**src/hdl/acrc_pkg.sv**
```systemverilog
// Shared types, codes and constants of the associative cache replacement classifier.
`default_nettype none
package acrc_pkg;

  localparam int WAYS_DEF     = 16;
  localparam int TAG_BITS_DEF = 10;
  localparam int IDX_MAX_W    = 6;   // way index, up to 64 ways
  localparam int CAP_MAX_W    = 7;   // way count, up to 64
  localparam int CNT_W        = 32;
  localparam int POLICY_W     = 2;
  localparam int CAPACITY_W   = 5;
  localparam int CFG_W        = 5;
  localparam int SEEN_ROW_LOG = 4;
  localparam int SEEN_ROW_W   = 1 << SEEN_ROW_LOG;

  localparam logic REG_POLICY   = 1'b0;
  localparam logic REG_CAPACITY = 1'b1;

  typedef logic [IDX_MAX_W-1:0] widx_t;
  typedef logic [CAP_MAX_W-1:0] wcnt_t;

  typedef enum logic [POLICY_W-1:0] {
    POL_FIFO  = 2'd0,
    POL_LRU   = 2'd1,
    POL_CLOCK = 2'd2
  } policy_e;

  typedef enum logic [1:0] {
    KIND_HIT  = 2'd0,
    KIND_COMP = 2'd1,
    KIND_CAPM = 2'd2
  } miss_kind_e;

  // Search record carried down the cell chain.
  typedef struct packed {
    logic  hit_f;
    widx_t hit_idx;
    widx_t hit_rank;
    logic  free_f;
    widx_t free_idx;
    widx_t old_idx;
    widx_t old_rank;
    logic  ge_f;
    widx_t ge_idx;
    widx_t ge_rank;
    logic  any_f;
    widx_t any_idx;
    widx_t any_rank;
    widx_t hand_rank;
  } sweep_t;

  // Update broadcast to all cells at commit.
  typedef struct packed {
    logic  en;
    logic  fill;
    logic  hit_lru;
    logic  hit_clk;
    widx_t tgt;
    logic  age;
    logic  age_all;
    widx_t below;
    logic  clr;
    logic  clr_all;
    logic  clr_wrap;
    widx_t clr_lo;
    widx_t clr_hi;
  } upd_t;

endpackage
`default_nettype wire

```
**src/hdl/acrc_cell.sv**
```systemverilog
// One cache way: tag storage, replacement state and one stage of the search chain.
`default_nettype none
module acrc_cell import acrc_pkg::*; #(
  parameter int WAYS     = WAYS_DEF,
  parameter int TAG_BITS = TAG_BITS_DEF,
  parameter int K        = 0
) (
  input  wire logic                clk_i,
  input  wire logic                rst_ni,
  input  wire logic [TAG_BITS-1:0] q_tag_i,
  input  wire wcnt_t               q_cap_i,
  input  wire widx_t               q_hand_i,
  input  wire sweep_t              sw_i,
  output      sweep_t              sw_o,
  input  wire upd_t                upd_i
);

  localparam int RW = (WAYS > 1) ? $clog2(WAYS) : 1;
  localparam logic [RW-1:0] RMAX = RW'(WAYS - 1);
  localparam widx_t KI = widx_t'(K);
  localparam wcnt_t KC = wcnt_t'(K);

  logic [TAG_BITS-1:0] tag_q;
  logic                valid_q;
  logic [RW-1:0]       rank_q;
  logic                ref_q;
  sweep_t              sw_q, sw_d;

  logic  active, is_tgt, in_rng, do_age;
  widx_t rank_x;

  assign active = KC < q_cap_i;
  assign rank_x = widx_t'(rank_q);

  always_comb begin
    sw_d = sw_i;
    if (KI == q_hand_i) begin
      sw_d.hand_rank = rank_x;
    end
    if (active) begin
      if (valid_q && tag_q == q_tag_i && !sw_i.hit_f) begin
        sw_d.hit_f    = 1'b1;
        sw_d.hit_idx  = KI;
        sw_d.hit_rank = rank_x;
      end
      if (!valid_q && !sw_i.free_f) begin
        sw_d.free_f   = 1'b1;
        sw_d.free_idx = KI;
      end
      if (rank_x > sw_i.old_rank) begin
        sw_d.old_idx  = KI;
        sw_d.old_rank = rank_x;
      end
      if (!ref_q && KI >= q_hand_i && !sw_i.ge_f) begin
        sw_d.ge_f    = 1'b1;
        sw_d.ge_idx  = KI;
        sw_d.ge_rank = rank_x;
      end
      if (!ref_q && !sw_i.any_f) begin
        sw_d.any_f    = 1'b1;
        sw_d.any_idx  = KI;
        sw_d.any_rank = rank_x;
      end
    end
  end

  assign sw_o   = sw_q;
  assign is_tgt = KI == upd_i.tgt;
  assign in_rng = upd_i.clr_all ||
                  (upd_i.clr_wrap ? (KI >= upd_i.clr_lo || KI < upd_i.clr_hi)
                                  : (KI >= upd_i.clr_lo && KI < upd_i.clr_hi));
  assign do_age = upd_i.age && active && valid_q && rank_q != RMAX &&
                  (upd_i.age_all || rank_x < upd_i.below);

  always_ff @(posedge clk_i) begin
    sw_q <= sw_d;
    if (upd_i.en && upd_i.fill && is_tgt) begin
      tag_q <= q_tag_i;
    end
  end

  always_ff @(posedge clk_i or negedge rst_ni) begin
    if (!rst_ni) begin
      valid_q <= 1'b0;
      rank_q  <= '0;
      ref_q   <= 1'b0;
    end else if (upd_i.en) begin
      if (is_tgt) begin
        if (upd_i.fill) begin
          valid_q <= 1'b1;
          rank_q  <= '0;
          ref_q   <= 1'b0;
        end else begin
          if (upd_i.hit_lru) rank_q <= '0;
          if (upd_i.hit_clk) ref_q <= 1'b1;
        end
      end else begin
        if (do_age) rank_q <= rank_q + RW'(1);
        if (upd_i.clr && active && in_rng) ref_q <= 1'b0;
      end
    end
  end

endmodule
`default_nettype wire

```
**src/hdl/acrc_seen.sv**
```systemverilog
// Seen-tag bitmap: row memory with read-modify-write set and a clearing pass after reset.
`default_nettype none
module acrc_seen import acrc_pkg::*; #(
  parameter int TAG_BITS = TAG_BITS_DEF
) (
  input  wire logic                clk_i,
  input  wire logic                rst_ni,
  input  wire logic [TAG_BITS-1:0] tag_i,
  input  wire logic                rd_en_i,
  input  wire logic                wr_en_i,
  output      logic                seen_o,
  output      logic                busy_o
);

  localparam int ROWS = 1 << (TAG_BITS - SEEN_ROW_LOG);
  localparam int RIW  = (ROWS > 1) ? $clog2(ROWS) : 1;

  logic [SEEN_ROW_W-1:0]   mem_q [ROWS];
  logic [SEEN_ROW_W-1:0]   rd_q;
  logic                    clr_q;
  logic [RIW-1:0]          clr_row_q;
  logic [RIW-1:0]          row_a;
  logic [SEEN_ROW_LOG-1:0] bit_a;

  assign row_a  = RIW'(tag_i >> SEEN_ROW_LOG);
  assign bit_a  = tag_i[SEEN_ROW_LOG-1:0];
  assign seen_o = rd_q[bit_a];
  assign busy_o = clr_q;

  always_ff @(posedge clk_i) begin
    if (clr_q) begin
      mem_q[clr_row_q] <= '0;
    end else if (wr_en_i) begin
      mem_q[row_a] <= rd_q | (SEEN_ROW_W'(1) << bit_a);
    end
  end

  always_ff @(posedge clk_i) begin
    if (rd_en_i) rd_q <= mem_q[row_a];
  end

  always_ff @(posedge clk_i or negedge rst_ni) begin
    if (!rst_ni) begin
      clr_q     <= 1'b1;
      clr_row_q <= '0;
    end else if (clr_q) begin
      if (clr_row_q == RIW'(ROWS - 1)) clr_q <= 1'b0;
      else clr_row_q <= clr_row_q + RIW'(1);
    end
  end

endmodule
`default_nettype wire

```
**src/hdl/assoc_cache_replacement_classifier_unit.sv**
```systemverilog
// Top level of the associative cache replacement classifier.
// Usage:
//   Input channel (in_valid_i/in_ready_o, tag_i) carries one access tag per
//   transaction. Output channel (out_valid_o/out_ready_i) returns hit,
//   miss_kind and the two saturating miss totals for that access.
//   Configuration: cfg_we_i writes cfg_wdata_i to register cfg_idx_i
//   (0 policy, 1 capacity); write only while idle.
//   An access runs down a chain of WAYS way cells, one cell per cycle,
//   then commits: the result is registered at commit, and a new access
//   is taken the cycle after commit; the chain length sets how long an
//   access takes.
//   One access is in flight at a time; a finished result may wait in the
//   output register while the next access is taken and searched. Commit
//   waits while a previous result is still held by a stalled receiver.
//   Reset clears way state and counters and restores the config defaults
//   (FIFO, capacity 16); the seen bitmap is then cleared one 16-bit row per
//   cycle, 2^(TAG_BITS-4) rows (64 at 10 bits), with in_ready_o low until done.
`default_nettype none
module assoc_cache_replacement_classifier_unit import acrc_pkg::*; #(
  parameter int WAYS     = WAYS_DEF,
  parameter int TAG_BITS = TAG_BITS_DEF
) (
  input  wire logic                  clk_i,
  input  wire logic                  rst_ni,
  input  wire logic                  in_valid_i,
  output      logic                  in_ready_o,
  input  wire logic [TAG_BITS-1:0]   tag_i,
  output      logic                  out_valid_o,
  input  wire logic                  out_ready_i,
  output      logic                  hit_o,
  output      logic [1:0]            miss_kind_o,
  output      logic [CNT_W-1:0]      compulsory_total_o,
  output      logic [CNT_W-1:0]      capacity_total_o,
  input  wire logic                  cfg_we_i,
  input  wire logic                  cfg_idx_i,
  input  wire logic [CFG_W-1:0]      cfg_wdata_i
);

  localparam int IW = (WAYS > 1) ? $clog2(WAYS) : 1;

  localparam logic [1:0] ST_IDLE   = 2'd0;
  localparam logic [1:0] ST_SWEEP  = 2'd1;
  localparam logic [1:0] ST_COMMIT = 2'd2;

  logic [1:0]            state_q, state_d;
  logic [IW-1:0]         cnt_q;
  logic [TAG_BITS-1:0]   tag_q;
  logic [POLICY_W-1:0]   policy_q;
  logic [CAPACITY_W-1:0] capacity_q;
  widx_t                 hand_q;
  logic [CNT_W-1:0]      comp_q, capm_q;
  logic                  out_valid_q, hit_q;
  logic [1:0]            kind_q;

  wcnt_t  cap_ext, cap_c;
  widx_t  hand_eff, vclk, vclk_rank, hand_nxt;
  sweep_t sw [WAYS+1];
  sweep_t r;
  upd_t   upd;
  logic   in_fire, commit, is_lru, is_clk, seen, seen_busy;
  logic [1:0] kind_c;

  assign cap_ext  = wcnt_t'(capacity_q);
  assign cap_c    = (cap_ext == '0) ? wcnt_t'(1) :
                    (cap_ext > wcnt_t'(WAYS)) ? wcnt_t'(WAYS) : cap_ext;
  assign hand_eff = (wcnt_t'(hand_q) >= cap_c) ? '0 : hand_q;

  assign in_ready_o = state_q == ST_IDLE && !seen_busy;
  assign in_fire    = in_valid_i && in_ready_o;
  assign commit     = state_q == ST_COMMIT && (!out_valid_q || out_ready_i);

  assign sw[0] = '0;
  for (genvar k = 0; k < WAYS; k++) begin : g_way
    acrc_cell #(
      .WAYS    (WAYS),
      .TAG_BITS(TAG_BITS),
      .K       (k)
    ) u_cell (
      .clk_i   (clk_i),
      .rst_ni  (rst_ni),
      .q_tag_i (tag_q),
      .q_cap_i (cap_c),
      .q_hand_i(hand_eff),
      .sw_i    (sw[k]),
      .sw_o    (sw[k+1]),
      .upd_i   (upd)
    );
  end
  assign r = sw[WAYS];

  acrc_seen #(
    .TAG_BITS(TAG_BITS)
  ) u_seen (
    .clk_i  (clk_i),
    .rst_ni (rst_ni),
    .tag_i  (tag_q),
    .rd_en_i(state_q == ST_SWEEP),
    .wr_en_i(commit && !r.hit_f),
    .seen_o (seen),
    .busy_o (seen_busy)
  );

  assign is_lru = policy_q == POL_LRU;
  assign is_clk = policy_q == POL_CLOCK;

  // clock victim: first clear ref at or after the hand, else first clear, else the hand
  assign vclk      = r.ge_f ? r.ge_idx : (r.any_f ? r.any_idx : hand_eff);
  assign vclk_rank = r.ge_f ? r.ge_rank : (r.any_f ? r.any_rank : r.hand_rank);
  assign hand_nxt  = (wcnt_t'(vclk) + wcnt_t'(1) >= cap_c) ? '0 : vclk + widx_t'(1);

  always_comb begin
    upd    = '0;
    upd.en = commit;
    if (r.hit_f) begin
      upd.tgt     = r.hit_idx;
      upd.hit_lru = is_lru;
      upd.hit_clk = is_clk;
      upd.age     = is_lru;
      upd.below   = r.hit_rank;
    end else begin
      upd.fill = 1'b1;
      upd.age  = 1'b1;
      if (r.free_f) begin
        upd.tgt     = r.free_idx;
        upd.age_all = 1'b1;
      end else if (is_clk) begin
        upd.tgt      = vclk;
        upd.below    = vclk_rank;
        upd.clr      = 1'b1;
        upd.clr_all  = !r.ge_f && !r.any_f;
        upd.clr_wrap = !r.ge_f;
        upd.clr_lo   = hand_eff;
        upd.clr_hi   = vclk;
      end else begin
        upd.tgt   = r.old_idx;
        upd.below = r.old_rank;
      end
    end
  end

  assign kind_c = r.hit_f ? KIND_HIT : (seen ? KIND_CAPM : KIND_COMP);

  always_comb begin
    state_d = state_q;
    case (state_q)
      ST_IDLE:   if (in_fire) state_d = ST_SWEEP;
      ST_SWEEP:  if (cnt_q == IW'(WAYS - 1)) state_d = ST_COMMIT;
      ST_COMMIT: if (commit) state_d = ST_IDLE;
      default:   state_d = ST_IDLE;
    endcase
  end

  always_ff @(posedge clk_i) begin
    if (in_fire) tag_q <= tag_i;
    if (commit) begin
      hit_q  <= r.hit_f;
      kind_q <= kind_c;
    end
  end

  always_ff @(posedge clk_i or negedge rst_ni) begin
    if (!rst_ni) begin
      state_q     <= ST_IDLE;
      cnt_q       <= '0;
      policy_q    <= POL_FIFO;
      capacity_q  <= CAPACITY_W'(16);
      hand_q      <= '0;
      comp_q      <= '0;
      capm_q      <= '0;
      out_valid_q <= 1'b0;
    end else begin
      state_q <= state_d;
      if (in_fire) cnt_q <= '0;
      else if (state_q == ST_SWEEP) cnt_q <= cnt_q + IW'(1);
      if (cfg_we_i) begin
        case (cfg_idx_i)
          REG_POLICY:   policy_q   <= cfg_wdata_i[POLICY_W-1:0];
          REG_CAPACITY: capacity_q <= cfg_wdata_i[CAPACITY_W-1:0];
          default:      ;
        endcase
      end
      if (commit) begin
        out_valid_q <= 1'b1;
        if (!r.hit_f && !r.free_f && is_clk) hand_q <= hand_nxt;
        if (kind_c == KIND_COMP && comp_q != '1) comp_q <= comp_q + CNT_W'(1);
        if (kind_c == KIND_CAPM && capm_q != '1) capm_q <= capm_q + CNT_W'(1);
      end else if (out_ready_i) begin
        out_valid_q <= 1'b0;
      end
    end
  end

  assign out_valid_o        = out_valid_q;
  assign hit_o              = hit_q;
  assign miss_kind_o        = kind_q;
  assign compulsory_total_o = comp_q;
  assign capacity_total_o   = capm_q;

endmodule
`default_nettype wire

```
**config.mk**
```make
export PLATFORM = sky130hd
export DESIGN_NAME = assoc_cache_replacement_classifier_unit
export DESIGN_NICKNAME = d
export VERILOG_FILES = /design/src/hdl/acrc_pkg.sv /design/src/hdl/acrc_cell.sv /design/src/hdl/acrc_seen.sv /design/src/hdl/assoc_cache_replacement_classifier_unit.sv
export SDC_FILE = /design/constraint.sdc
export NUM_CORES = 2
export LEC_CHECK = 0
export BUFFER_PORTS_ARGS = -buffer_cell sky130_fd_sc_hd__buf_2
export CAP_MARGIN = 40
export CORE_ASPECT_RATIO = 1.1
export CORE_MARGIN = 8
export CORE_UTILIZATION = 57
export CTS_CLUSTER_SIZE = 20
export DETAILED_ROUTE_END_ITERATION = 6
export HOLD_SLACK_MARGIN = 0.1
export PLACE_DENSITY = 0.73
export SLEW_MARGIN = 20
export SYNTH_ARGS = -nofsm -noshare
export SYNTH_HDL_FRONTEND = slang
export SYNTH_HIERARCHICAL = 1
export SYNTH_SLANG_ARGS = --single-unit
```
**constraint.sdc**
```tcl
create_clock -name clk_i -period 7.1 [get_ports clk_i]
set_input_delay 0.71 -clock clk_i [delete_from_list [all_inputs] [get_ports clk_i]]
set_output_delay 0.71 -clock clk_i [all_outputs]
set_load 0.01 [all_outputs]
```
==> out/results.tsv <==
stage	metric	value	unit
outcome	status	completed	
placed_design	DP Wirelength	140600	um
finish	layout cell share with drive strength beyond 1	0.2293	
clock_tree	clock sink total	2424	
worst_setup_path	crit path DAT	5.30	ns
routing	drt pass-1 iters	6	
sta	fmax	207.2	MHz
floorplan	die area	0.1752	mm2
grt	initial antenna violation count	2	
sta	Finish-stage setup viols	0	
clock_tree	clock buffer depth	3	
power_and_ir_drop	total power	30.54	mW
finish	Non-Filler Instances	8985	
floorplan	# IOs	90	
placed_design	Placement Setup Slack	2.043	ns
job	max-cap viol count	0	
yosys	Yosys warnings	6	
clock_tree	CTS Buf Count	224	
power_and_ir_drop	Pwr per Cell Area	292.2	mW/mm2
yosys	register area share after synthesis	0.6670	
routing	DRC	0	
worst_setup_path	crit path cell chain	nor2_1 -> buf_4 -> ha_1 -> nand2b_1 -> a21o_1 -> a2111oi_4 -> o22ai_1 -> o21ai_1 -> buf_4 -> or4b_2 -> nor2_1 -> and3_1	
finish	Nets	6839	
yosys	ys flop type	edfxtp_1	
worst_setup_path	crit-path max FO	21	
yosys	Syn Inst Count	6225	
routing	DRC violation total after the first TritonRoute iteration	4270	
worst_setup_path	critical path launch point type	flop	
yosys	number of synthesized register bits	2424	
power_and_ir_drop	sequential share of power	0.518	
worst_setup_path	WP data required	7.58	ns
yosys	number of enable flip-flop cells after synthesis	1213	
placed_design	RD Place Congestion	0.9104	
yosys	Async S/R FF share, synth	0.07715	
power_and_ir_drop	maximum VDD drop	0.3018	mV
floorplan	initial core utilization	0.5717	
grt	largest net degree at the start of global routing	102	
sta	clock skew	0.04144	ns
sta	RSZ-0062 raised after global routing	no	
clock_tree	CTS tree	built	
clock_tree	clk_lat worst skew	0.86	ns
sta	Tcrit/Tclk final	0.6797	
clock_tree	root buffer cell	clkbuf_16	
sta	Rel. slew slack	0.3973	
sta	final hold vios	0	
clock_tree	clock slew at reported path FFs	0.06	ns
power_and_ir_drop	Static Leak	38.47	nW
worst_setup_path	CP max stage cell	dfstp_2	
floorplan	Die W	399.8	um
yosys	Synth cell types	127	
power_and_ir_drop	Switching Share	0.2291	
finish	Area Overhead vs Synth	13.16	%
worst_setup_path	R2R cell count	12	
sta	Tmin final	4.826	ns
routing	WL/cell	23.79	um
yosys	post-synthesis average cell area	14.84	um2
clock_tree	H-tree levels	4	
power_and_ir_drop	Clk pwr share	0.399	
power_and_ir_drop	combinational share of power	0.084	
sta	max-slew violation count	0	
sta	setup ws final	2.274	ns
power_and_ir_drop	Int Power	23.54	mW
min_path	hold crit path type	input pin to flop	
routing	Vias/cell	5.806	
routing	Routed Antenna Nets	0	
floorplan	Die Y-Extent	438.2	um
yosys	cell area after synthesis	0.09236	mm2
placed_design	Port Buf Inserts	89	
routing	vias	52170	
power_and_ir_drop	Psw	6.995	mW
sta	Slew @ Worst Pin	0.9041	ns
worst_setup_path	Crit Path Category	flop to flop	
placed_design	dpl cells	8531	
worst_setup_path	max incr delay on CP	0.92	ns
routing	total routed wirelength	213800	um
clock_tree	Post-CTS Resized	0	
grt	first-pass GRT wire length	321300	um
floorplan	Core ar.	0.1615	mm2
worst_setup_path	crit path capture type	flop	
min_path	Worst Hold Path Cells	2	
grt	GRT Overall Usage	0.2411	
finish	fillcell total	11280	
floorplan	site row count	155	
sta	TNS Setup	0	ns
grt	Overflow after GRT	0	
grt	vias in the first global route	52480	
-- flip-flops by register name (all words and copies together), names as in the netlist, 2 cells and up --
| name | count |
|---|---|
| g_way.u_cell/valid_q | 16 |
| g_way.u_cell/ref_q | 16 |
| g_way.u_cell/tag_q | 160 |
| u_seen/rd_q | 16 |
| u_seen/mem_q | 1024 |
| policy_q | 2 |
| g_way.u_cell/rank_q | 64 |
| capacity_total_o | 32 |
| hand_q | 6 |
| compulsory_total_o | 32 |
| u_seen/clr_row_q | 6 |
| miss_kind_o | 2 |
| g_way.u_cell/sw_o | 1024 |
| capacity_q | 5 |
| tag_q | 10 |
| state_q | 2 |
| cnt_q | 4 |
-- metrics by stage --
| stage | area [um2] | utilization | hold slack, ns |
|---|---|---|---|
| 3_5_place_dp | 96550 | 0.5976 | 0.3387 |
| 3_3_place_gp | 96170 | 0.5953 | 0.3373 |
| 6_report | 104500 | 0.6470 | 0.1763 |
| 5_1_grt | 104500 | 0.6470 | 0.1342 |
| 4_1_cts | 104300 | 0.6456 | 0.1019 |
| 2_1_floorplan | 92890 | - | 0.3846 |
-- path summary, 6_finish.rpt --
path,from,end,slack [ns]
hold / removal,cfg_wdata_i[2],capacity_q[2]$_DFFE_PN0P_,0.18
setup / recovery,capacity_q[4]$_DFFE_PN1P_,g_way[6].u_cell/tag_q[6]$_DFFE_PP_,2.27
hold reg to reg,g_way[0].u_cell/sw_o[37]$_DFF_P_,g_way[1].u_cell/sw_o[37]$_DFF_P_,0.36
setup reg to reg,capacity_q[4]$_DFFE_PN1P_,g_way[6].u_cell/tag_q[6]$_DFFE_PP_,2.27
min in group asynchronous,rst_ni,compulsory_total_o[2]$_DFFE_PN0P_,0.41
max in group asynchronous,rst_ni,hand_q[5]$_DFFE_PN0P_,5.43
-- power by group through the flow --
stage,Combinational [mW],Sequential (mW),Clock [mW]
after global routing,2.78,15.9,12.9
after detailed placement,2.54,16.1,0
final,2.56,15.8,12.2
after floorplan,1.80,15.9,0
after global placement,2.47,16.1,0
after CTS,2.57,15.8,12.4
-- area by class of cell --
type,instances,area [um2],share of cell area
tap,2119,2651,0.02537
multi-input combinational,3537,29600,0.2833
inverter,177,664.4,0.006357
sequential,2424,61610,0.5895
antenna,1,2.502,0.00002394
timing repair buffer,311,2360,0.02258
clock buffer,300,6424,0.06146
clock inverter,116,1202,0.01150
-- synthesized netlist by cell type (all sizes together) (39+ instances only) --
cell type,instances,area share
nor2,249,0.010
edfxtp,1213,0.39
a21oi,90,0.0053
nand2b,55,0.0038
buf,112,0.0086
and2,68,0.0048
nand2,268,0.011
nor2b,439,0.030
xnor2,97,0.0092
dfrtp,185,0.050
mux2i,77,0.0083
xor2,134,0.013
dfxtp,1024,0.22
nor4,72,0.0070
and3,39,0.0026
inv,177,0.0072
clkbuf,117,0.0048
mux4,274,0.067
o211ai,39,0.0032
nor3,104,0.0069
ha,143,0.019
or2,184,0.012
nand4,80,0.0056
mux2,320,0.040
o21ai,108,0.0061
nand3,94,0.0051
-- cell families after synthesis --
family	share of synthesized area
xor gates and xnor gates	0.02191
muxes	0.1148
DFF	0.6670
and+or+nand+nor	0.1107
AOI/OAI and AO/OA	0.04464
buffers and inverters	0.02055
other	0.00004060
adders and majority gates	0.02035
-- routing by layer --
layer | global-route usage | up-vias | wire (um)
li1 | - | 23650 | -
met1 | 0.2995 | 26270 | 82080
met2 | 0.4215 | 1811 | 109500
met3 | 0.03907 | 440 | 13410
met4 | 0.09591 | 0 | 8810
met5 | 0 | - | 0
-- what timing repair did --
action                                  4_1_cts  5_1_grt
hold buffers                                 13        0
hold endpoints to repair                     74        0
endpoints found under the setup margin        0        0
buffers inserted                              0        0
-- worst max-delay path: cells and delay by family (launching register included) --
family / cells / cell delay [ns]
AOI/OAI and AO/OA: 4 / 1.11
adders and majority gates: 1 / 0.27
buffers and inverters: 2 / 0.47
DFF: 1 / 0.92
and+or+nand+nor: 5 / 1.67
-- cells in the final DEF (no fill, tap or decap), types with 27 or more instances in the layout --
cell	instances
clkbuf_8	36
a21oi_1	81
nand2_1	264
xor2_1	134
a211oi_1	28
conb_1	143
dfxtp_1	1024
buf_2	97
inv_1	176
and3_1	39
nand2b_1	53
nor2_1	213
o21ai_0	90
dfrtp_1	185
nand4_1	79
and2_1	56
or2_2	172
xnor2_1	97
clkinv_2	49
mux4_2	274
mux2i_1	77
nor3_1	81
ha_1	143
mux2_2	279
o211ai_1	38
nand3_1	94
buf_4	172
a31oi_1	27
clkbuf_1	32
edfxtp_1	1213
nor4_1	53
clkbuf_16	233
nor2b_1	436
Power figures use the tool's default switching activity.
